**src/rtl/tva_pkg.sv**
```systemverilog
// tva_pkg: shared constants, status and register codes, and the sideband
// type that travels with each triangle down the pipeline
// no dependencies
`default_nettype none

package tva_pkg;

  // default field widths
  localparam int COORD_BITS_DEF = 12;
  localparam int ID_BITS_DEF    = 16;

  // fixed widths of registers and result fields
  localparam int NODE_W      = 16;
  localparam int LIMIT_W     = 26;
  localparam int AREA_W      = 26;
  localparam int STATUS_W    = 2;
  localparam int CFG_INDEX_W = 1;
  localparam int CFG_DATA_W  = 26;

  // configuration register indexes
  localparam logic [CFG_INDEX_W-1:0] REG_NODE_TOTAL = 1'd0;
  localparam logic [CFG_INDEX_W-1:0] REG_AREA_LIMIT = 1'd1;

  // status codes
  localparam logic [STATUS_W-1:0] ST_OK     = 2'd0;
  localparam logic [STATUS_W-1:0] ST_BAD_ID = 2'd1;
  localparam logic [STATUS_W-1:0] ST_DUP_ID = 2'd2;
  localparam logic [STATUS_W-1:0] ST_DEGEN  = 2'd3;

  // per-triangle flags carried beside the arithmetic
  typedef struct packed {
    logic id_bad;
    logic id_dup;
    logic cw;
    logic deg;
  } tag_t;

endpackage

`default_nettype wire

```
**src/rtl/tva_square.sv**
```systemverilog
// tva_square: magnitudes, squares and sum of the cross product components
// three register stages; depends on tva_pkg
`default_nettype none

module tva_square #(
  parameter int COORD_BITS = tva_pkg::COORD_BITS_DEF
) (
  input  wire                             clk,
  input  wire                             rst,
  input  wire                             in_valid,
  input  wire signed [2*COORD_BITS+1:0]   cx,
  input  wire signed [2*COORD_BITS+1:0]   cy,
  input  wire signed [2*COORD_BITS+1:0]   cz,
  input  tva_pkg::tag_t                   in_tag,
  output logic                            out_valid,
  output logic [4*COORD_BITS+3:0]         sum_sq,
  output tva_pkg::tag_t                   out_tag
);

  localparam int XW  = 2 * COORD_BITS + 2;
  localparam int MW  = XW - 1;
  localparam int SQW = 2 * MW;
  localparam int SW  = 2 * XW;

  logic signed [XW-1:0] abs_x, abs_y, abs_z;

  logic          v4;
  logic [MW-1:0] mx, my, mz;
  tva_pkg::tag_t tag4;

  logic           v5;
  logic [SQW-1:0] sqx, sqy, sqz;
  tva_pkg::tag_t  tag5;

  // absolute values; magnitudes always fit one bit below the signed width
  always_comb begin
    abs_x = cx[XW-1] ? -cx : cx;
    abs_y = cy[XW-1] ? -cy : cy;
    abs_z = cz[XW-1] ? -cz : cz;
  end

  // stage 4: magnitudes and clockwise flag
  always_ff @(posedge clk) begin
    if (rst) begin
      v4 <= 1'b0;
    end else begin
      v4 <= in_valid;
    end
    mx          <= abs_x[MW-1:0];
    my          <= abs_y[MW-1:0];
    mz          <= abs_z[MW-1:0];
    tag4.id_bad <= in_tag.id_bad;
    tag4.id_dup <= in_tag.id_dup;
    tag4.cw     <= cz[XW-1];
    tag4.deg    <= in_tag.deg;
  end

  // stage 5: squares
  always_ff @(posedge clk) begin
    if (rst) begin
      v5 <= 1'b0;
    end else begin
      v5 <= v4;
    end
    sqx  <= SQW'(mx) * SQW'(mx);
    sqy  <= SQW'(my) * SQW'(my);
    sqz  <= SQW'(mz) * SQW'(mz);
    tag5 <= tag4;
  end

  // stage 6: sum of squares
  always_ff @(posedge clk) begin
    if (rst) begin
      out_valid <= 1'b0;
    end else begin
      out_valid <= v5;
    end
    sum_sq  <= SW'(sqx) + SW'(sqy) + SW'(sqz);
    out_tag <= tag5;
  end

endmodule

`default_nettype wire

```
**config.mk**
```make
export PLATFORM = sky130hd
export DESIGN_NAME = tva_square
export DESIGN_NICKNAME = d
export VERILOG_FILES = /design/src/rtl/tva_pkg.sv /design/src/rtl/tva_square.sv
export SDC_FILE = /design/constraint.sdc
export NUM_CORES = 2
export LEC_CHECK = 0
export ABC_CLOCK_PERIOD_IN_PS = 12300
export BUFFER_PORTS_ARGS = -buffer_cell sky130_fd_sc_hd__buf_2
export CAP_MARGIN = 20
export CORE_MARGIN = 1.5
export CORE_UTILIZATION = 60
export CTS_CLUSTER_DIAMETER = 200
export DETAILED_ROUTE_END_ITERATION = 8
export GPL_TIMING_DRIVEN = 0
export PLACE_DENSITY = 0.88
export SLEW_MARGIN = 20
export SYNTH_ARGS = -nofsm -noshare
export SYNTH_HDL_FRONTEND = slang
export SYNTH_SLANG_ARGS = --single-unit
```
**constraint.sdc**
```tcl
create_clock -name clk -period 12.3 [get_ports clk]
set_clock_uncertainty 0.15 [all_clocks]
set_input_delay 1.845 -clock clk [delete_from_list [all_inputs] [get_ports clk]]
set_output_delay 1.845 -clock clk [all_outputs]
set_load 0.01 [all_outputs]
```
* Word level (Yosys, flattened, before mapping)
Cells that the tools add are included.
** Storage, ports and cells
- Input port bits :: 85
- Register bits after elaboration :: 292
- Output and inout bits :: 57
- Word-level logic and storage cells :: 33
** Operators by class
- Multiplexer cells :: 3
- $add $sub $neg :: 5
- Multiply operators :: 3
** Operators by type and width (count)
- 25-bit by 25-bit multiplier with 50-bit output :: 3
- 25-bit 2-to-1 mux :: 3
- 25-bit negator :: 3
- 51-bit by 50-bit adder with 52-bit output :: 1
- 50-bit by 50-bit adder with 51-bit output :: 1

* Depth between registers and ports, before layout
- Depth after elaboration :: 2
- Mapped depth :: 28
- Gate-level depth less buffers :: 26

* Worst setup path after synthesis
OpenSTA, ideal clock, no wires.
- Path type :: register to register
- Start point :: reg mx[3]
- End point :: reg sqx[48]
- Period minus slack after synthesis :: 7.326 ns
- Slack :: 4.974 ns
- Cell stages (with the launch flop) :: 27
- Buffers on the path :: 3
- Arrival time :: 7.042 ns
- Setup time :: 0.134 ns
- Required time :: 12.016 ns
- Cells stage by stage :: dfxtp_1 clkbuf_1 clkbuf_1 nand2_1 fa_1 inv_1 fa_1 inv_1 fa_1 inv_1 fa_1 inv_1 fa_1 inv_1 fa_1 fa_1 ha_1 clkbuf_1 nand4_1 nor4_1 o311ai_0 nand3_1 a21oi_1 o31ai_2 o2bb2ai_1 mux2i_1 or4_1
** On the way
- Longest elaborated chain between the ends :: 1
** RTL lines
- from (decl) :: line tva_square.sv:28 : logic [MW-1:0] mx, my, mz;
- from (signal assigned) :: line tva_square.sv:49 : mx <= abs_x[MW-1:0];
- 25-bit by 25-bit multiplier with 50-bit output :: line tva_square.sv:65 : sqx <= SQW'(mx) * SQW'(mx);
- to (signal assigned) :: line tva_square.sv:65
- to (decl) :: line tva_square.sv:32 : logic [SQW-1:0] sqx, sqy, sqz;
No other way between the ends.
A chain may end at the register's enable or synchronous reset.

* Worst setup path after layout
- Start point :: reg my[18]
- End point :: reg sqy[48]
** On the way
- Longest elaborated chain between the ends :: 1
** RTL lines
- from (decl) :: line tva_square.sv:28
- from (signal assigned) :: line tva_square.sv:50 : my <= abs_y[MW-1:0];
- 25-bit by 25-bit multiplier with 50-bit output :: line tva_square.sv:66 : sqy <= SQW'(my) * SQW'(my);
- to (signal assigned) :: line tva_square.sv:66
- to (decl) :: line tva_square.sv:32
No other way between the ends.

==> impl_metrics.toml <==
[placement]
portBuffers = 140
place.gp.congestion = 1.05
post-place-ws_ps = 2970
dp_hpwl_microns = 149000

[worst_setup_path]
required_ps = 12580
max_stage_delay_ps = 750
cp_max_fo = 10
worstSetupPathType = "flip-flop to flip-flop"
r2r-start = "my[18]"
end_kind = "flip-flop"
reg2reg_slack_ps = 2700
r2r_cells = 26
arrival_ps = 9880
cp_slowest_cell = "clkbuf_1"
crit_top_cell = "fa_1"
r2r-end = "sqy[48]"
startpoint_type = "flip-flop"

[synth]
synth_edf_count = 0
async_reset_ff_share_pct = 0
synthFlopType = "dfxtp_1"
synth_cells = 6997
ys_seq_elements = 289
yosysWarningCount = 0
synth_area_per_cell_sq_um = 9.25
ys_types = 74
yosysSeqAreaShare_pct = 8.94
synthesis.area_sq_mm = 0.0647

[drt]
viasPerCell = 5.64
drc_errors = 0
wire_per_inst_microns = 20.5
drtIter0Drc = 4386
wirelength_microns = 176000
antenna_left = 0
vias = 48564
dr.pass1.iters = 9

[floorplan]
dieHeight_microns = 331
rows = 120
start_util_pct = 60.5
ios = 142
design.core.area_sq_mm = 0.107
die_w_microns = 331
die-area_sq_mm = 0.110

[clock_network]
path_clk_slew_ps = 60
ctsLongestPathBuffers = 3
cts_resized = 0
cts_setup_buffers = 0
cts_root_buf = "clkbuf_16"
cts_buffers = 37
h-tree-depth = 2
cts.sinks = 289
cts_tree = "done"
clk_latency_ps = 610
cts_hold_buf = 0

[sta]
finalSetupTns_ps = 0
slew_headroom_pct = 32.2
hold_viol_final = 0
max_freq_mhz = 104
setup_violations = 0
rsz0062_at_grt = "false"
min_period_ps = 9600
worst_pin_slew_ps = 1010
finalWorstSetupSlack_ps = 2700
fin_crit_sh_pct = 78.0
slew_violations = 0

[global_route]
grt_pass1_wl_microns = 281000
grt_pass1_vias = 52901
grt_overflow = 0
antenna_found_initial = 3
grtUsageTotal_pct = 33.0
grt_max_degree = 14

[worst_hold_path]
hold_start = "tag5[2]"
hold-path-endpoint = "out_tag[2]"
hold_path_depth = 0
hold_class = "flip-flop to flip-flop"

[flow_run]
drv_cap = 0

[layout]
drive_above_1_share_pct = 3.23
synthToLayoutAreaGrowth_pct = 5.89
fin_util_pct = 64.0
nets = 9326

[run_status]
status = "finished clean"
## cells by family (layout without fill, tap and decap cells)
group	Yosys count	in the layout	synth area share (%)
multiplexers	9	9	0.147
AND/OR/NAND/NOR	1444	1444	10.8
adder cells (fa/ha/maj)	2063	2063	56.7
XOR/XNOR	279	279	3.77
buffers and inverters	2229	2437	12.9
AO/OA/AOI/OAI	683	683	6.76
flip-flops	289	289	8.94
other	1	4	0.00579
## sequential cells by signal, summed over array words and instances (netlist names)
register / count
tag5: 4
mx: 25
mz: 25
out_valid: 1
my: 25
sum_sq: 52
sqy: 49
v5: 1
sqx: 49
sqz: 49
v4: 1
out_tag: 4
tag4: 4
## layout make-up
type                       instances  area [sq um]
buffer                           216           812
sequential                       289          5790
tap                             1403          1760
inverter                        2013          7560
clock inverter                    21           298
timing repair buffer             140           701
multi-input combinational       4481         50600
antenna                            1          2.50
clock buffer                      47          1030
fill                            8311         38500
## how the worst max path moves through the flow
| stage | startpoint | to | slack (ps) | cells past startpoint |
|---|---|---|---|---|
| after floorplan | mx[3] | sqx[48] | 4970 | 26 |
| after global placement | my[18] | sqy[47] | 2990 | 24 |
| after detailed placement | my[3] | sqy[47] | 2970 | 26 |
| after CTS | my[3] | sqy[47] | 2930 | 26 |
| after global routing | my[3] | sqy[47] | 2560 | 26 |
| final | my[18] | sqy[48] | 2700 | 26 |
## layout by cell type (no fill, tap or decap), types with 9 or more instances in the layout
cell type / Yosys / layout
nor2_1: 184 / 184
buf_2: 1 / 141
nand3b_1: 9 / 9
nor2b_1: 33 / 33
xor2_1: 81 / 81
inv_1: 2013 / 2013
a31oi_1: 19 / 19
o211ai_1: 11 / 11
nand4_1: 38 / 38
or3_1: 11 / 11
fa_1: 1448 / 1448
o21a_1: 16 / 16
a221oi_1: 9 / 9
a21o_1: 112 / 112
nor3_1: 26 / 26
and3_1: 25 / 25
nand2b_1: 25 / 25
clkbuf_1: 214 / 218
o31ai_1: 27 / 27
clkbuf_16: 0 / 38
ha_1: 615 / 615
a21oi_1: 211 / 211
o41ai_1: 9 / 9
o21bai_1: 32 / 32
and2_1: 374 / 374
nand2_1: 627 / 627
xnor2_1: 198 / 198
nand3_1: 49 / 49
dfxtp_1: 289 / 289
o21ai_0: 137 / 137
or4_1: 10 / 10
a211oi_1: 24 / 23
## cells in the mapped netlist (all sizes together) (25+ instances only)
library cell  instances  share of area [%]
and3                 25               0.24
ha                  615                 12
nor2                185                1.1
nor3                 26               0.20
o31ai                29               0.35
nand3                49               0.38
nand4                38               0.37
xnor2               198                2.7
and2                374                3.6
fa                 1448                 45
nor2b                33               0.32
nand2b               25               0.24
xor2                 81                1.1
clkbuf              214                1.2
nand2               627                3.6
dfxtp               289                8.9
o21bai               32               0.37
a21oi               211                1.6
inv                2013                 12
o21ai               141                1.1
a21o                112                1.3
## metrics by stage
step	instance area (sq um)	hold WS [ps]	cells
2_1_floorplan	64700	160	6999
3_3_place_gp	67200	160	8542
3_5_place_dp	67200	162	8542
4_1_cts	68500	176	8610
5_1_grt	68500	184	8610
6_report	68500	176	8611
## critical path: cells and delay by family, from the launching register on
kind / cells / cell delay, ps
adder cells (fa/ha/maj): 8 / 4020
buffers and inverters: 9 / 2100
AND/OR/NAND/NOR: 5 / 930
flip-flops: 1 / 600
AO/OA/AOI/OAI: 4 / 1600
## layer usage
layer / vias to the layer above / share of wire, % / track usage [%]
li1: 21085 / - / -
met1: 24152 / 37 / 41.2
met2: 2620 / 46 / 53.8
met3: 707 / 11 / 7.82
met4: 0 / 6.1 / 16.9
met5: - / 0 / 0
Power is left out: the tool's default activity adds up to more than one toggle a clock period on the data nets, which glitch-free logic cannot reach.
