## src/rtl/tva_pkg.sv

```systemverilog
// tva_pkg: shared constants, status and register codes, and the sideband
// type that travels with each triangle down the pipeline
// no dependencies
`default_nettype none

package tva_pkg;

  // default field widths
  localparam int COORD_BITS_DEF = 12;
  localparam int ID_BITS_DEF    = 16;

  // fixed widths of registers and result fields
  localparam int NODE_W      = 16;
  localparam int LIMIT_W     = 26;
  localparam int AREA_W      = 26;
  localparam int STATUS_W    = 2;
  localparam int CFG_INDEX_W = 1;
  localparam int CFG_DATA_W  = 26;

  // configuration register indexes
  localparam logic [CFG_INDEX_W-1:0] REG_NODE_TOTAL = 1'd0;
  localparam logic [CFG_INDEX_W-1:0] REG_AREA_LIMIT = 1'd1;

  // status codes
  localparam logic [STATUS_W-1:0] ST_OK     = 2'd0;
  localparam logic [STATUS_W-1:0] ST_BAD_ID = 2'd1;
  localparam logic [STATUS_W-1:0] ST_DUP_ID = 2'd2;
  localparam logic [STATUS_W-1:0] ST_DEGEN  = 2'd3;

  // per-triangle flags carried beside the arithmetic
  typedef struct packed {
    logic id_bad;
    logic id_dup;
    logic cw;
    logic deg;
  } tag_t;

endpackage

`default_nettype wire

```

## src/rtl/tva_sqrt.sv

```systemverilog
// tva_sqrt: pipelined floor square root, one root bit per register stage
// restoring compare and subtract per stage; depends on tva_pkg
`default_nettype none

module tva_sqrt #(
  parameter int RW = 2 * (tva_pkg::COORD_BITS_DEF + 1)
) (
  input  wire                 clk,
  input  wire                 rst,
  input  wire                 in_valid,
  input  wire  [2*RW-1:0]     radicand,
  input  tva_pkg::tag_t       in_tag,
  output logic                out_valid,
  output logic [RW-1:0]       root,
  output tva_pkg::tag_t       out_tag
);

  localparam int SW = 2 * RW;

  logic              vld_q  [1:RW];
  logic [RW+1:0]     rem_q  [1:RW];
  logic [RW-1:0]     root_q [1:RW];
  logic [SW-1:0]     rad_q  [1:RW];
  tva_pkg::tag_t     tag_q  [1:RW];

  for (genvar s = 0; s < RW; s++) begin : g_stage
    logic          vld_in;
    logic [RW+1:0] rem_in;
    logic [RW-1:0] root_in;
    logic [SW-1:0] rad_in;
    tva_pkg::tag_t tag_in;
    logic [RW+1:0] rem_sh;
    logic [RW+1:0] trial;
    logic [RW+2:0] diff;
    logic          ge;

    // stage inputs: request for the first stage, previous stage otherwise
    if (s == 0) begin : g_head
      assign vld_in  = in_valid;
      assign rem_in  = '0;
      assign root_in = '0;
      assign rad_in  = radicand;
      assign tag_in  = in_tag;
    end else begin : g_body
      assign vld_in  = vld_q[s];
      assign rem_in  = rem_q[s];
      assign root_in = root_q[s];
      assign rad_in  = rad_q[s];
      assign tag_in  = tag_q[s];
    end

    // bring down two radicand bits and try the next root bit
    always_comb begin
      rem_sh = {rem_in[RW-1:0], rad_in[SW-1:SW-2]};
      trial  = {root_in, 2'b01};
      diff   = {1'b0, rem_sh} - {1'b0, trial};
      ge     = ~diff[RW+2];
    end

    always_ff @(posedge clk) begin
      if (rst) begin
        vld_q[s+1] <= 1'b0;
      end else begin
        vld_q[s+1] <= vld_in;
      end
      rem_q[s+1]  <= ge ? diff[RW+1:0] : rem_sh;
      root_q[s+1] <= {root_in[RW-2:0], ge};
      rad_q[s+1]  <= {rad_in[SW-3:0], 2'b00};
      tag_q[s+1]  <= tag_in;
    end
  end

  assign out_valid = vld_q[RW];
  assign root      = root_q[RW];
  assign out_tag   = tag_q[RW];

endmodule

`default_nettype wire

```

## config.mk

```make
export PLATFORM = sky130hd
export DESIGN_NAME = tva_sqrt
export DESIGN_NICKNAME = d
export VERILOG_FILES = /design/src/rtl/tva_pkg.sv /design/src/rtl/tva_sqrt.sv
export SDC_FILE = /design/constraint.sdc
export NUM_CORES = 2
export LEC_CHECK = 0
export ABC_AREA = 1
export BUFFER_PORTS_ARGS = -buffer_cell sky130_fd_sc_hd__buf_4
export CORE_UTILIZATION = 40
export CTS_BUF_LIST = sky130_fd_sc_hd__clkbuf_4
export DETAILED_ROUTE_END_ITERATION = 16
export SLEW_MARGIN = 20
export SYNTH_ARGS = -nofsm -noshare
export SYNTH_HDL_FRONTEND = slang
export SYNTH_SLANG_ARGS = --single-unit
```

## constraint.sdc

```tcl
create_clock -name clk -period 3.1 [get_ports clk]
set_clock_uncertainty 0.2 [all_clocks]
set_input_delay 0.31 -clock clk [delete_from_list [all_inputs] [get_ports clk]]
set_output_delay 0.31 -clock clk [all_outputs]
set_load 0.005 [all_outputs]
```

### After elaboration in Yosys (flattened, before gate mapping)

Memory sizes are Yosys's and may differ from the RTL's.
Index checks and enable logic that the tools add are counted.

* input bits: 59
* register bits after elaboration: 0
* word-level logic and storage cells: 138
* memories: 5
* bits in writable memories: 2834

* bitwise logic cells: 52
* multiplexer cells: 55
* add/sub/neg operators: 26

Memories
* rad_q: depth 26, width 50, read ports 25, clocked after Yosys merged registers in 0, wr ports 26, RTL line tva_sqrt.sv:23 `logic [SW-1:0] rad_q [1:RW];`
* rem_q: depth 26, width 28, read ports 25, clocked after Yosys merged registers in 0, wr ports 26, RTL line tva_sqrt.sv:21 `logic [RW+1:0] rem_q [1:RW];`
* root_q: depth 26, width 26, read ports 26, clocked after Yosys merged registers in 0, wr ports 26, RTL line tva_sqrt.sv:22 `logic [RW-1:0] root_q [1:RW];`
* tag_q: depth 26, width 4, read ports 26, clocked after Yosys merged registers in 0, wr ports 26, RTL line tva_sqrt.sv:24 `tva_pkg::tag_t tag_q [1:RW];`
* vld_q: depth 26, width 1, read ports 26, clocked after Yosys merged registers in 0, wr ports 26, RTL line tva_sqrt.sv:20 `logic vld_q [1:RW];`

Operator list (count)
* 2-to-1 mux 28 bit: 26
* subtractor 28 x 28 -> 29 bit: 25
* 2-to-1 mux 1 bit: 29
* inverter 1 bit: 26
* OR 1 bit: 26
* subtractor 2 x 1 -> 3 bit (second input constant): 1

### Logic depth before layout (Yosys ltp)

* depth in word-level cells: 3
* gate-level depth with buffers: 16
* mapped depth without buffers: 15

### Worst setup path after synthesis

No wires, ideal clock.

* path type: reg2reg
* from: reg, netlist name root_q[2][1]
* to: reg, netlist name rem_q[2][41]
* arrival time: 1691 ps
* setup time: 123 ps
* cell stages (with the launch flop): 12
* period minus slack after synthesis: 2014 ps
* path slack: 1086 ps
* buffers on the path: 1
* path through: dfxtp_1 > inv_1 > ha_1 > a21oi_2 > nand2_1 > nand2_1 > nand2_1 > nor2_1 > nand3_2 > buf_6 > nand3_1 > o21ai_0

==> metrics.yaml <==
status: "completed"
leakagePower_nw: 43.27
endpoint: "rem_q[9][33]"
fin_crit_sh: 0.8833
pre_cts_slack_ns: 0.3743
yosysUniqueCellTypes: 51
post_cts_resized: 0
wl_met2_mm: 90.00
synth_ff_type: "dfxtp_1"
hp-class: "reg2reg"
drc: 0
drive_gt1_frac: 0.09457
worstPathRequired_ns: 4.14
grt_overflow: 0
globalplace.congestion: 0.9368
async_flop_share: 0
clk_pin_slew_worst_paths_ns: 0.07
start_util: 0.4023
critPathMaxFanout: 22
critPathCaptureType: "register"
drt_iter0_markers: 3937
synth_edf_count: 0
whs_path_depth: 0
cellPowerDensity_nw_per_um2: 815.8
cts_tree: "yes"
die_width_um: 425.6
final_max_slew_viol_count: 0
slew_headroom: 0.4025
clock-sinks: 1737
hold_buffers: 176
cp.arrival_ns: 3.78
synth_fp_nets: 9878
htree_levels: 5
grt_max_degree: 36
clk_latency_ns: 1.42
synth_area_um2: 71790
grt_usage: 0.2155
rows: 155
area_growth_pct: 15.04
io_buffers: 89
r2r_slack_ns: 0.36
setup_viol: 0
fp.coreArea_um2: 178400
totalWireLength_mm: 196.7
rr_worst_depth: 11
tightest_slew_ns: 0.8933
crit_type: "reg2reg"
ir_drop_uv: 564.7
setup_ws_ns: 0.3618
wl_met1_mm: 91.19
top_layer_used: "met4"
seq_area_frac_synth: 0.4844
grt_pass1_vias: 58595
grt_pass1_wl_mm: 310.5
syn_area_per_cell_um2: 7.581
clockBufferDepth: 4
firstDrtPassIters: 10
cp-startpoint: "root_q[9][9]"
vias_per_cell: 4.687
drtAntennaViolNets: 0
ys_ff_latch: 1737
syn-instance-count: 9469
final_nets: 10562
antenna_found_initial: 4
num_vias: 60198
period_minus_slack_ns: 2.738
place_hpwl_mm: 153.6
fin_hold_ws_ns: 0.03652
fmax_mhz: 365.2
cts_buffers: 455
ys_warn_count: 0
rsz0062_at_grt: "no"
r2r_start: "root_q[9][9]"
start_kind: "register"
finalHoldViolCount: 0
max_cap_viol_count: 0
wl_met3_mm: 10.36
r2r-end: "rem_q[9][33]"
cts_setup_buffers: 0
tns_ns: 0
die-area_um2: 181200
wl_per_cell_um: 15.31
die_y_um: 425.6
ioPinCount: 90
cts-root-buf: "clkbuf_4"
==> power breakdown <==
| part | switching, mW | internal (mW) | total (mW) | leakage (nW) |
|---|---|---|---|---|
| clock | 9.01 | 10.2 | 19.2 | 3.35 |
| combinational | 12.3 | 6.39 | 18.7 | 25.4 |
| sequential | 3.24 | 26.3 | 29.5 | 14.5 |
| total | 24.6 | 42.8 | 67.4 | 43.3 |
==> area by class of cell <==
class | count | area (um2)
antenna | 10 | 25.02
inverter | 1594 | 6000
multi-input combinational | 6053 | 30350
timing repair buffer | 312 | 2870
clock buffer | 637 | 4782
fill | 18179 | 95840
sequential | 1737 | 34770
clock inverter | 146 | 840.8
tap | 2355 | 2947
==> worst min-delay path by stage <==
stage,slack [ns],start,endpoint
6_report,0.04,tag_q[2][3],tag_q[2][7]
5_1_grt,0.06,tag_q[1][1],tag_q[1][5]
4_1_cts,0.05,tag_q[1][3],tag_q[1][7]
3_5_place_dp,0.11,rad_q[9][17],rad_q[10][19]
3_3_place_gp,0.11,rad_q[20][39],rad_q[21][41]
2_1_floorplan,0.11,rad_q[9][16],rad_q[10][18]
==> critical path: stages (launching register included) <==
cell     delay [ns]
dfxtp_1        0.42
inv_1          0.08
ha_1           0.34
a21oi_1        0.23
inv_1          0.07
nor2_1         0.18
nand3_1        0.21
nand2_1        0.22
nand2_2        0.09
inv_2          0.25
buf_12         0.21
o21ai_0        0.10
==> state kept, by name, summed over array words and instances, names as in the netlist <==
name	cells
rad_q	650
rem_q	606
root_q	351
tag_q	104
vld_q	26
==> layout by cell type, fill, tap and decap left out, drive strengths merged <==
| cell type | netlist | layout |
|---|---|---|
| o211a | 1 | 1 |
| bufinv | 0 | 9 |
| nor4 | 21 | 21 |
| clkinvlp | 0 | 2 |
| o2111ai | 1 | 1 |
| nor2 | 756 | 756 |
| o211ai | 8 | 8 |
| clkbuf | 11 | 637 |
| a31oi | 3 | 3 |
| nand3 | 562 | 562 |
| a211oi | 2 | 2 |
| or2 | 22 | 22 |
| buf | 74 | 136 |
| a21boi | 3 | 3 |
| and3 | 7 | 7 |
| ha | 350 | 350 |
| dfxtp | 1737 | 1737 |
| inv | 1593 | 1595 |
| o21a | 9 | 9 |
| o21ai | 306 | 306 |
| o21bai | 29 | 29 |
| o31ai | 1 | 1 |
| a21oi | 397 | 397 |
| xnor2 | 119 | 119 |
| diode | 0 | 10 |
| nand2 | 2954 | 2954 |
| o311ai | 1 | 1 |
| nand3b | 68 | 68 |
| xor2 | 133 | 133 |
| and2 | 13 | 13 |
| nor3b | 6 | 6 |
| a21o | 7 | 7 |
| nor3 | 111 | 111 |
| clkinv | 1 | 134 |
| dlygate4sd3 | 0 | 176 |
| nand4 | 162 | 162 |
| conb | 1 | 1 |
==> cells by family after synthesis <==
kind of cell,count (synthesis),synth area share
AO/OA/AOI/OAI,768,0.05923
XOR/XNOR,252,0.03075
adder cells (fa/ha/maj),350,0.06100
buffers and inverters,1679,0.09285
flip-flops,1737,0.4844
other,1,0.00005224
AND/OR/NAND/NOR,4682,0.2717
==> metrics by stage <==
stage | cells | instance area (um2) | power, mW | util
after global routing | 12842 | 82580 | 72.44 | 0.4628
after detailed placement | 11875 | 75180 | 48.31 | 0.4213
after floorplan | 9469 | 71790 | 42.04 | -
after CTS | 12834 | 82560 | 68.21 | 0.4627
final | 12844 | 82590 | 67.37 | 0.4629
after global placement | 11875 | 75180 | 48.30 | 0.4213
==> Yosys cell counts, drive strengths merged, types with 6 or more instances <==
library cell / instances / area [um2]
a21o: 7 / 52.55
xnor2: 119 / 1042
clkbuf: 11 / 41.29
nor3b: 6 / 50.05
nor4: 21 / 137.6
o21a: 9 / 67.56
o211ai: 8 / 60.06
dfxtp: 1737 / 34770
nand4: 162 / 1013
a21oi: 397 / 2103
nand3b: 68 / 510.5
ha: 350 / 4379
o21bai: 29 / 217.7
or2: 22 / 137.6
o21ai: 306 / 1659
xor2: 133 / 1165
buf: 74 / 624.3
inv: 1593 / 5995
nand3: 562 / 2855
nand2: 2954 / 11160
nor3: 111 / 605.6
and3: 7 / 43.79
and2: 13 / 81.33
nor2: 756 / 2913
==> metal layers <==
layer | up-vias | GRT usage
met5 | - | 0
met4 | 0 | 0.07446
met3 | 337 | 0.03922
met2 | 1491 | 0.3535
met1 | 27319 | 0.2827
li1 | 31051 | -
No activity file was read; power rests on OpenSTA's default activity.
