$ cat src/rtl/tva_pkg.sv
// tva_pkg: shared constants, status and register codes, and the sideband
// type that travels with each triangle down the pipeline
// no dependencies
`default_nettype none

package tva_pkg;

  // default field widths
  localparam int COORD_BITS_DEF = 12;
  localparam int ID_BITS_DEF    = 16;

  // fixed widths of registers and result fields
  localparam int NODE_W      = 16;
  localparam int LIMIT_W     = 26;
  localparam int AREA_W      = 26;
  localparam int STATUS_W    = 2;
  localparam int CFG_INDEX_W = 1;
  localparam int CFG_DATA_W  = 26;

  // configuration register indexes
  localparam logic [CFG_INDEX_W-1:0] REG_NODE_TOTAL = 1'd0;
  localparam logic [CFG_INDEX_W-1:0] REG_AREA_LIMIT = 1'd1;

  // status codes
  localparam logic [STATUS_W-1:0] ST_OK     = 2'd0;
  localparam logic [STATUS_W-1:0] ST_BAD_ID = 2'd1;
  localparam logic [STATUS_W-1:0] ST_DUP_ID = 2'd2;
  localparam logic [STATUS_W-1:0] ST_DEGEN  = 2'd3;

  // per-triangle flags carried beside the arithmetic
  typedef struct packed {
    logic id_bad;
    logic id_dup;
    logic cw;
    logic deg;
  } tag_t;

endpackage

`default_nettype wire

$ cat src/rtl/tva_cross.sv
// tva_cross: id checks, edge vectors, partial products and cross product
// three register stages; depends on tva_pkg
`default_nettype none

module tva_cross #(
  parameter int COORD_BITS = tva_pkg::COORD_BITS_DEF,
  parameter int ID_BITS    = tva_pkg::ID_BITS_DEF
) (
  input  wire                              clk,
  input  wire                              rst,
  input  wire                              in_valid,
  input  wire        [ID_BITS-1:0]         id_first,
  input  wire        [ID_BITS-1:0]         id_second,
  input  wire        [ID_BITS-1:0]         id_third,
  input  wire signed [COORD_BITS-1:0]      first_x,
  input  wire signed [COORD_BITS-1:0]      first_y,
  input  wire signed [COORD_BITS-1:0]      first_z,
  input  wire signed [COORD_BITS-1:0]      second_x,
  input  wire signed [COORD_BITS-1:0]      second_y,
  input  wire signed [COORD_BITS-1:0]      second_z,
  input  wire signed [COORD_BITS-1:0]      third_x,
  input  wire signed [COORD_BITS-1:0]      third_y,
  input  wire signed [COORD_BITS-1:0]      third_z,
  input  wire        [tva_pkg::NODE_W-1:0] node_total,
  output logic                             out_valid,
  output logic signed [2*COORD_BITS+1:0]   cx,
  output logic signed [2*COORD_BITS+1:0]   cy,
  output logic signed [2*COORD_BITS+1:0]   cz,
  output tva_pkg::tag_t                    out_tag
);

  localparam int DW    = COORD_BITS + 1;
  localparam int PW    = 2 * DW;
  localparam int CMP_W = (ID_BITS > tva_pkg::NODE_W) ? ID_BITS : tva_pkg::NODE_W;

  logic [CMP_W-1:0] id0_ext, id1_ext, id2_ext, total_ext;
  logic             id_bad, id_dup;

  logic                 v1;
  logic signed [DW-1:0] abx, aby, abz, acx, acy, acz;
  tva_pkg::tag_t        tag1;

  logic                 v2;
  logic signed [PW-1:0] p_by_cz, p_bz_cy, p_bz_cx, p_bx_cz, p_bx_cy, p_by_cx;
  tva_pkg::tag_t        tag2;

  // id range and duplicate checks on the request
  always_comb begin
    id0_ext   = CMP_W'(id_first);
    id1_ext   = CMP_W'(id_second);
    id2_ext   = CMP_W'(id_third);
    total_ext = CMP_W'(node_total);
    id_bad    = (id0_ext >= total_ext) || (id1_ext >= total_ext) || (id2_ext >= total_ext);
    id_dup    = (id_first == id_second) || (id_second == id_third) || (id_third == id_first);
  end

  // stage 1: edge vectors from the first corner
  always_ff @(posedge clk) begin
    if (rst) begin
      v1 <= 1'b0;
    end else begin
      v1 <= in_valid;
    end
    abx         <= DW'(second_x) - DW'(first_x);
    aby         <= DW'(second_y) - DW'(first_y);
    abz         <= DW'(second_z) - DW'(first_z);
    acx         <= DW'(third_x) - DW'(first_x);
    acy         <= DW'(third_y) - DW'(first_y);
    acz         <= DW'(third_z) - DW'(first_z);
    tag1.id_bad <= id_bad;
    tag1.id_dup <= id_dup;
    tag1.cw     <= 1'b0;
    tag1.deg    <= 1'b0;
  end

  // stage 2: six partial products
  always_ff @(posedge clk) begin
    if (rst) begin
      v2 <= 1'b0;
    end else begin
      v2 <= v1;
    end
    p_by_cz <= PW'(aby) * PW'(acz);
    p_bz_cy <= PW'(abz) * PW'(acy);
    p_bz_cx <= PW'(abz) * PW'(acx);
    p_bx_cz <= PW'(abx) * PW'(acz);
    p_bx_cy <= PW'(abx) * PW'(acy);
    p_by_cx <= PW'(aby) * PW'(acx);
    tag2    <= tag1;
  end

  // stage 3: cross product components
  always_ff @(posedge clk) begin
    if (rst) begin
      out_valid <= 1'b0;
    end else begin
      out_valid <= v2;
    end
    cx      <= p_by_cz - p_bz_cy;
    cy      <= p_bz_cx - p_bx_cz;
    cz      <= p_bx_cy - p_by_cx;
    out_tag <= tag2;
  end

endmodule

`default_nettype wire

$ cat config.mk
export PLATFORM = sky130hd
export DESIGN_NAME = tva_cross
export DESIGN_NICKNAME = d
export VERILOG_FILES = /design/src/rtl/tva_pkg.sv /design/src/rtl/tva_cross.sv
export SDC_FILE = /design/constraint.sdc
export NUM_CORES = 2
export LEC_CHECK = 0
export BUFFER_PORTS_ARGS = -buffer_cell sky130_fd_sc_hd__buf_2
export CAP_MARGIN = 20
export CORE_UTILIZATION = 55
export DETAILED_ROUTE_END_ITERATION = 10
export HOLD_SLACK_MARGIN = 0.08
export PLACE_DENSITY = 0.73
export SLEW_MARGIN = 40
export SYNTH_ARGS = -nofsm -noshare
export SYNTH_HDL_FRONTEND = slang
export SYNTH_SLANG_ARGS = --single-unit
$ cat constraint.sdc
create_clock -name clk -period 8.8 [get_ports clk]
set_input_delay 0.44 -clock clk [delete_from_list [all_inputs] [get_ports clk]]
set_output_delay 0.44 -clock clk [all_outputs]
set_load 0.05 [all_outputs]
== Word level (Yosys, flattened, before mapping) ==
Cells that the tools add are included.
Word-level totals
  logic and storage cells: 49
  register bits: 321
  input bits: 175
  output and inout bits: 83
Operators by class
  magnitude comparators: 3
  $add $sub $neg: 9
  $mul: 6
  reduce and logical (&&, ||, !) cells: 4
  eq/ne operators: 3
Operators by type and width (number)
  $mul A13 B13 Y26: 6
  $sub A12 B12 Y13: 6
  $sub A26 B26 Y26: 3
  $eq A16 B16 Y1: 3
  $ge A16 B16 Y1: 3
  $logic_or A1 B1 Y1: 4

== Depth between registers and ports, before layout ==
  depth after elaboration: 3
  mapped depth: 24
  depth with buffers taken out: 23

== Worst setup path before layout ==
No wires, ideal clock.
  kind: register to register
  start: reg acx[5]
  end: reg p_by_cx[24]
  setup slack: 2926 ps
  buffers on the path: 2
  period minus slack after synthesis: 5874 ps
  library setup time: 72 ps
  arrival: 5802 ps
  data required time: 8728 ps
  stages on the path, launching flop included: 23
  cell sequence: dfxtp_1 -> clkbuf_1 -> clkbuf_1 -> nand2_1 -> fa_1 -> inv_1 -> fa_1 -> inv_1 -> fa_1 -> fa_1 -> inv_1 -> fa_1 -> ha_1 -> ha_1 -> or3_4 -> o221ai_2 -> nor2b_1 -> or4_1 -> a41oi_2 -> o21ai_2 -> a211o_1 -> a21oi_2 -> xnor2_1
On the way
  longest elaborated chain between the ends: 1
RTL lines
  start: declaration: line tva_cross.sv:40  | logic signed [DW-1:0] abx, aby, abz, acx, acy, acz;
  start signal: assignment: line tva_cross.sv:67  | acx <= DW'(third_x) - DW'(first_x);
  $mul A13 B13 Y26: line tva_cross.sv:88  | p_by_cx <= PW'(aby) * PW'(acx);
  end signal: assignment: line tva_cross.sv:88
  end: declaration: line tva_cross.sv:44  | logic signed [PW-1:0] p_by_cz, p_bz_cy, p_bz_cx, p_bx_cz, p_bx_cy, p_by_cx;
Every way passes these cells.
A chain may end at the register's enable or synchronous reset.

== Worst setup path after layout ==
  start: reg abz[11]
  end: reg p_bz_cy[24]
On the way
  longest elaborated chain between the ends: 1
RTL lines
  start: declaration: line tva_cross.sv:40
  start signal: assignment: line tva_cross.sv:66  | abz <= DW'(second_z) - DW'(first_z);
  $mul A13 B13 Y26: line tva_cross.sv:84  | p_bz_cy <= PW'(abz) * PW'(acy);
  end signal: assignment: line tva_cross.sv:84
  end: declaration: line tva_cross.sv:44
Every way passes these cells.

==> results.py <==
metrics = {
    "status": {
        "outcome": "finished, final reports clean",
    },
    "drt": {
        "routed_via_density": 5.323,
        "drt_pass1_iterations": 5,
        "drtIter0Drc": 2184,
        "dr_total_vias": 38270,
        "wl_per_cell_um": 17.15,
        "drc": 0,
        "antenna_left": 0,
        "wl_um": 123300,
    },
    "cts": {
        "cts_buffers": 42,
        "post_cts_buffers": 0,
        "cts_sinks": 321,
        "cts_max_path_buffers": 3,
        "clkTransAtPathRegs_ns": 0.06,
        "cts_tree": "yes",
        "clock_latency_ns": 0.63,
        "root_buffer": "clkbuf_16",
        "htree_levels": 2,
    },
    "cells_and_area": {
        "fin_nets": 7643,
        "drive_gt1_frac": 0.07361,
        "fin_cells": 7190,
        "nFillCells": 8049,
        "syn_to_final_growth_pct": 7.855,
    },
    "hold_path": {
        "min-delay-start": "first_x[0]",
        "whs_path_depth": 3,
        "holdPathEnd": "abx[0]",
        "hp-class": "input pin to register",
    },
    "placed_design": {
        "placed_cells": 7109,
        "dp_hpwl_um": 101000,
        "gp_congestion": 0.8971,
        "io_buffers": 255,
    },
    "sta": {
        "grt_setup_unrepaired": "no",
        "setup_tns_ns": 0,
        "max_freq_mhz": 151.6,
        "slew_violations": 0,
        "worst_pin_slew_ns": 0.8819,
        "skew_ns": 0.04889,
        "hold_violations": 0,
        "finalCriticalPeriod_ns": 6.598,
        "fin_crit_sh": 0.7498,
        "setup_violations": 0,
        "relSlewSlack": 0.4113,
    },
    "synthesis": {
        "avgSynthCellArea_um2": 9.222,
        "synth-xor-area-share": 0.05114,
        "synth_flop_cell": "dfxtp_1",
        "synth-simple-area-share": 0.1416,
        "synthMuxAreaShare": 0.0001904,
        "synth_async_sr_flop_share": 0,
        "synth_area_leaders": "fa_1 37%, ha_1 14%, dfxtp_1 12%, inv_1 8.8%, and2_1 5.4%",
        "synth-seq-cells": 321,
        "netlist_area_um2": 52580,
        "ys_warn_count": 0,
        "synth_top_family_by_area": "adder cells",
        "synth-compound-area-share": 0.06896,
        "seq_area_frac_synth": 0.1222,
        "netlist-cell-type-count": 62,
        "yosysTopAreaCell": "fa_1",
        "synthAdderAreaFrac": 0.5155,
        "yosys.area.top_type_share": 0.3735,
        "synth-edff-count": 0,
        "syn_inst": 5702,
    },
    "global_route": {
        "grt_pass1_wl_um": 206900,
        "grt_max_degree": 27,
        "antenna_found_initial": 4,
        "grtUsageTotal": 0.2676,
        "grt_pass1_vias": 40820,
        "grt_remaining_overflow": 0,
    },
    "setup_path": {
        "crit_top_cell": "fa_1",
        "r2r-end": "p_bz_cy[24]",
        "arrival_ns": 7.12,
        "path_max_fanout": 15,
        "path_delay_family": "adder cells",
        "required_ns": 9.32,
        "crit_path_start_kind": "register",
        "max_stage_delay_ns": 0.57,
        "critPathKind": "register to register",
        "crit_chain": "buf_4 > and2_1 > fa_1 > inv_1 > fa_1 > inv_1 > fa_1 > fa_1 > fa_1 > fa_1 > ha_1 > a21o_1 > a21oi_1 > nor2b_1 > o41ai_1 > a31oi_1 > o41ai_1 > o21bai_1 > a21oi_1 > xnor2_1",
        "worst_setup_path_end_kind": "register",
        "r2r_start": "abz[11]",
        "ff2ff_path_depth": 20,
        "rrSetupSlack_ns": 2.20,
        "path_buf_inv": 3,
        "cp_slowest_cell": "fa_1",
    },
    "floorplan": {
        "die_h_um": 311.2,
        "placeableCoreArea_um2": 94870,
        "dieArea_um2": 96850,
        "rows": 113,
        "die_width_um": 311.2,
        "pin_count": 258,
        "start_util": 0.5543,
    },
    "run": {
        "cap_violations": 0,
    },
}
metal layers:
metal	global-route usage	vias up	share of wire
met5	0	-	0.00011
met3	0.04132	260	0.064
met1	0.3366	19110	0.40
li1	-	17730	-
met2	0.4527	1175	0.48
met4	0.1253	2	0.054
sequential cells by signal (all words and copies together), names as in the netlist, 13 cells and up:
register,flops
acz,13
cx,26
p_bx_cz,26
aby,13
p_by_cz,26
acy,13
p_by_cx,26
cy,26
p_bz_cx,26
p_bx_cy,26
abx,13
p_bz_cy,26
abz,13
cz,26
acx,13
cell families after synthesis:
| kind of cell | count (synthesis) |
|---|---|
| adders and majority gates | 1578 |
| and+or+nand+nor | 1533 |
| buffers and inverters | 1403 |
| AOI/OAI and AO/OA | 558 |
| DFF | 321 |
| xor gates and xnor gates | 307 |
| other | 1 |
| muxes | 1 |
synthesized netlist by cell type, types with 15 or more instances:
cell	instances
fa_1	981
nor4_1	17
a21o_1	77
a21boi_0	21
and2_1	452
ha_1	597
a21oi_1	143
inv_1	1233
o21ai_0	128
nand2_1	584
nor2b_1	55
xor2_1	92
nand3_1	44
dfxtp_1	321
a31o_2	15
nand2b_1	38
o21a_1	39
nor3_1	39
a211oi_1	24
o21bai_1	16
and3_1	21
clkbuf_1	167
nor2_1	240
xnor2_1	215
placed cells by master, fill, tap and decap left out, drive strengths merged, types with 44 or more instances in the layout:
master,n
o21ai,129
nor2b,55
a21o,77
a21oi,144
ha,597
xnor2,215
buf,311
dfxtp,321
xor2,92
nand3,44
nor2,240
inv,1235
clkbuf,57
and2,452
nand2,584
fa,981
through the flow:
step                      utilization  hold WS [ns]  worst slack, ns  area (um^2)
final                          0.5978        0.1274            2.202        56710
after global routing           0.5978        0.1328            1.775        56710
after CTS                      0.5977       0.09768            2.207        56710
after detailed placement       0.5824        0.3128            2.247        55250
after global placement         0.5821        0.3116            2.209        55220
after floorplan                     -        0.3096            2.926        52590
timing repair:
| action | 4_1_cts | 5_1_grt |
|---|---|---|
| hold buffers | 2 | 0 |
| endpoints found under the hold margin | 3 | 0 |
| gates resized for setup | 0 | 0 |
tightest hold or removal path, cell delays in order:
cell,delay [ns]
buf_2,0.09
ha_1,0.13
inv_1,0.03
how the worst max path moves through the flow:
stage / from / to / depth (start not counted)
2_1_floorplan: acx[5] / p_by_cx[24] / 22
3_3_place_gp: acy[4] / p_bz_cy[24] / 18
3_5_place_dp: abz[8] / p_bz_cy[24] / 18
4_1_cts: abz[8] / p_bz_cy[24] / 18
5_1_grt: abz[12] / p_bz_cx[25] / 20
6_report: abz[11] / p_bz_cy[24] / 20
layout make-up:
type	instances	area, um^2	share of cell area
timing repair buffer	313	1717	0.03027
tap	1265	1583	0.02791
clock buffer	57	1189	0.02096
inverter	1233	4628	0.08161
clock inverter	20	246.5	0.004346
multi-input combinational	3979	40890	0.7209
sequential	321	6459	0.1139
antenna	2	5.005	0.00008825
Power is not shown: default switching activity piles up to over one toggle a cycle in this logic, so the estimate is an artifact.
